### src/hw/rtl/cci_pkg.sv
// shared constants for the circle intersection pipeline
`default_nettype none
package cci_pkg;
	// default coordinate width
	localparam int COORD_BITS_DEF = 32;
	// multiplier operand slice handled per pipeline stage
	localparam int MUL_CHUNK = 16;
	// quotient bits kept by the dividers, magnitude clamps to 2^(QUOT_BITS-1)
	localparam int QUOT_BITS = 61;
endpackage
`default_nettype wire

### src/hw/rtl/cci_mul.sv
// pipelined unsigned multiplier, one operand slice per stage
`default_nettype none
module cci_mul #(
	parameter int WA = cci_pkg::COORD_BITS_DEF,
	parameter int WB = cci_pkg::COORD_BITS_DEF,
	parameter int CW = cci_pkg::MUL_CHUNK
) (
	input  logic            clk,
	input  logic [WA-1:0]   a,
	input  logic [WB-1:0]   b,
	output logic [WA+WB-1:0] p
);
	localparam int NCH = (WB + CW - 1) / CW;
	localparam int BW  = NCH * CW;
	localparam int PW  = WA + WB;

	logic [WA-1:0] a_s   [NCH];
	logic [BW-1:0] b_s   [NCH];
	logic [PW-1:0] acc_s [NCH];
	logic [BW-1:0] b_ext;

	assign b_ext = BW'(b);

	genvar k;
	for (k = 0; k < NCH; k++) begin : g_stage
		logic [WA-1:0]    a_in;
		logic [BW-1:0]    b_in;
		logic [PW-1:0]    acc_in;
		logic [WA+CW-1:0] part;
		if (k == 0) begin : g_first
			assign a_in   = a;
			assign b_in   = b_ext;
			assign acc_in = '0;
		end else begin : g_next
			assign a_in   = a_s[k-1];
			assign b_in   = b_s[k-1];
			assign acc_in = acc_s[k-1];
		end
		// partial product of one slice, added at its weight
		assign part = (WA+CW)'(a_in) * (WA+CW)'(b_in[k*CW +: CW]);
		always_ff @(posedge clk) begin
			acc_s[k] <= acc_in + (PW'(part) << (k * CW));
		end
		if (k < NCH - 1) begin : g_carry
			always_ff @(posedge clk) begin
				a_s[k] <= a_in;
				b_s[k] <= b_in;
			end
		end
	end

	assign p = acc_s[NCH-1];
endmodule
`default_nettype wire

### config.mk
export PLATFORM = sky130hd
export DESIGN_NAME = cci_mul
export DESIGN_NICKNAME = d
export VERILOG_FILES = /design/src/hw/rtl/cci_pkg.sv /design/src/hw/rtl/cci_mul.sv
export SDC_FILE = /design/constraint.sdc
export NUM_CORES = 2
export LEC_CHECK = 0
export BUFFER_PORTS_ARGS = -buffer_cell sky130_fd_sc_hd__clkbuf_2
export CAP_MARGIN = 20
export CORE_UTILIZATION = 46
export DETAILED_ROUTE_END_ITERATION = 8
export PLACE_DENSITY = 0.64
export SLEW_MARGIN = 20
export SYNTH_ARGS = -nofsm -noshare
export SYNTH_HDL_FRONTEND = slang
export SYNTH_SLANG_ARGS = --single-unit
### constraint.sdc
create_clock -name clk -period 7.1 [get_ports clk]
set_input_delay 0 -clock clk [delete_from_list [all_inputs] [get_ports clk]]
set_output_delay 0 -clock clk [all_outputs]
set_load 0.01 [all_outputs]
==> results.yml <==
drt:
  route.vias.total: 28975
  wl_per_cell_um: 18.0
  drc_errors: 0
  drt-pass1-iter-count: 7
  drtAntennaViolNets: 0
  post_drt_via_cell_ratio: 5.15
  wirelength_mm: 101
  dr.first_iter.drc_count: 1973
clock_network:
  clock_edge_transition_at_the_registers_on_the_reported_setup_and_hold_paths_ns: 0.07
  htree_levels: 4
  cts_made_buffers: 17
  clock_path_buffers: 2
  cts.root.buffer_cell: "sky130_fd_sc_hd__clkbuf_16"
  worstSkewPairLatency_ns: 0.49
  cts_tree: "done"
  cts.sink_count: 160
hold_path:
  hp-class: "in2reg"
place:
  dp.final_hpwl_mm: 83.9
  buffer_ports.inserted: 128
  routabilityCongestion: 0.927
worst_setup_path:
  worst_setup_path_start_kind: "flip-flop"
  critical-path-slowest-cell: "sky130_fd_sc_hd__fa_1"
  crit_path_max_incr_delay_ns: 0.57
  setup.worst_path.class: "reg2reg"
  critical_path_arrival_ns: 7.91
  cp_most_frequent_cell: "sky130_fd_sc_hd__fa_1"
  end_kind: "flip-flop"
  worstPathRequired_ns: 7.51
  timing.critical_path.fanout_max: 6
synthesis:
  sequential_share_of_the_synthesized_area: 0.0851
  netlist_area_um2: 37600
  synth_flop_cell: "sky130_fd_sc_hd__dfxtp_1"
  synth_enable_flop_cells: 0
  synth_cell_type_count: 72
  yosys_warnings: 0
  synthArstFlopShare: 0
  synth_area_per_cell_um2: 8.91
  syn-num-nets: 5401
  yosys_register_bits: 160
  synthCells: 4225
floorplanning:
  fp.dieH_um: 288
  core_um2: 80700
  die_area_um2: 82900
  die_w_um: 288
  num_rows: 104
  pin_count: 129
  floorplan.initialDensity: 0.466
grt:
  grt_start_max_net_pins: 33
  first_global_vias: 30761
  grt_overflow_total: 0
  grt_first_pass_wirelength_mm: 165
  antenna_found_initial: 3
  gr-usage-all-layers: 0.254
sta:
  final.setup.tns_ns: -5.07
  grt_setup_unrepaired: "true"
  max_freq_ghz: 0.133
  finalHoldViolCount: 0
  setup_slack_ns: -0.405
  setup_viol: 23
  worstMarginPinSlew_ns: 0.966
  timing.final.crit_period_ns: 7.51
  slew_violations: 0
  skew_ns: 0.0211
  period_share: 1.06
  timing.slew.headroom: 0.356
run_status:
  run_status: "finished, violations left"
  failed_checks: "setup timing"
finish:
  layout.cells.most_common: "sky130_fd_sc_hd__inv_1"
  syn2layout_area_growth_pct: 16.1
  filler_cell_count: 7293
  layout.nets: 5727
  final_cell_mix: "sky130_fd_sc_hd__inv_1, sky130_fd_sc_hd__fa_1, sky130_fd_sc_hd__nand2_1, sky130_fd_sc_hd__buf_4, sky130_fd_sc_hd__and2_1"
  antenna-diode-count: 0
  layout-drive-gt1-share: 0.162
flow_run:
  max-cap-violations: 0
==> area by class of cell <==
| type | count | area [µm²] | share of cell area |
|---|---|---|---|
| well taps | 1060 | 1330 | 0.0304 |
| inverters | 887 | 3330 | 0.0763 |
| repair buffers | 551 | 4340 | 0.0992 |
| clock inverters | 15 | 196 | 0.00450 |
| flip-flops and latches | 160 | 3260 | 0.0746 |
| multi-input cells | 2934 | 30800 | 0.705 |
| clock buffers | 17 | 425 | 0.00974 |
==> registers in the layout, indices dropped and copies added (netlist names) <==
register	flops
b_s	16
acc_s	112
a_s	32
==> timing repair <==
action | 4_1_cts | 5_1_grt
buffers inserted | 24 | 31
hold buffers | 40 | 0
setup endpoints to repair | 28 | 30
cloned | 2 | 2
resized for setup | 123 | 128
pin swaps | 55 | 125
hold endpoints to repair | 40 | 0
==> cells in the mapped netlist (all sizes together), types with 63 or more instances <==
cell type    n  area (µm²)
a21o        63         473
a21oi      132         661
and2       339        2120
buf         73         528
clkbuf     171         642
dfxtp      160        3200
fa         837       16800
ha         274        3430
inv        887        3330
nand2      764        2870
nor2        72         270
o21ai       72         383
xnor2       90         796
==> per-stage QoR <==
step / hold WS, ns / instance area (µm²) / util / setup slack, ns / instances
2_1_floorplan: 0.0277 / 37800 / - / -0.0392 / 4225
3_3_place_gp: 0.103 / 41200 / 0.511 / -0.368 / 5499
3_5_place_dp: 0.104 / 41200 / 0.511 / -0.504 / 5499
4_1_cts: 0.00515 / 42900 / 0.532 / -0.308 / 5596
5_1_grt: 0.0167 / 43700 / 0.542 / -0.683 / 5624
6_report: 0.0348 / 43700 / 0.542 / -0.405 / 5624
==> worst max-delay path, delay by kind of cell, from the launching register on <==
| family | cells | cell delay, ns |
|---|---|---|
| DFF | 1 | 0.40 |
| and+or+nand+nor | 9 | 1.26 |
| buffers and inverters | 9 | 0.82 |
| xor gates and xnor gates | 2 | 0.29 |
| adders and majority gates | 8 | 3.68 |
| AOI/OAI and AO/OA | 6 | 0.97 |
==> metal layers <==
| metal | routed length (µm) | up-vias | track usage |
|---|---|---|---|
| li1 | - | 13169 | - |
| met1 | 45300 | 14662 | 0.363 |
| met2 | 46700 | 994 | 0.405 |
| met3 | 6910 | 150 | 0.0348 |
| met4 | 2540 | 0 | 0.0649 |
| met5 | 0 | - | 0 |
==> kinds of logic after synthesis <==
kind of cell | Yosys count | share of synthesized area
flops | 160 | 0.0851
buf+inv | 1131 | 0.120
fa+ha+maj | 1111 | 0.536
simple gates | 1302 | 0.160
compound gates | 393 | 0.0678
xor+xnor | 125 | 0.0299
mux | 3 | 0.000831
==> worst paths after layout <==
check                   start             to  slack [ns]  cells after the start
setup reg to reg    a_s[0][7]  acc_s[0][124]       -0.41                     34
hold reg to reg   acc_s[0][8]   acc_s[0][72]        0.33                      0
hold / removal          a[29]     a_s[0][29]        0.03                      1
setup / recovery    a_s[0][7]  acc_s[0][124]       -0.41                     34
Power is left out: the tool's default activity adds up to more than one toggle a clock period on the data nets, which glitch-free logic cannot reach.
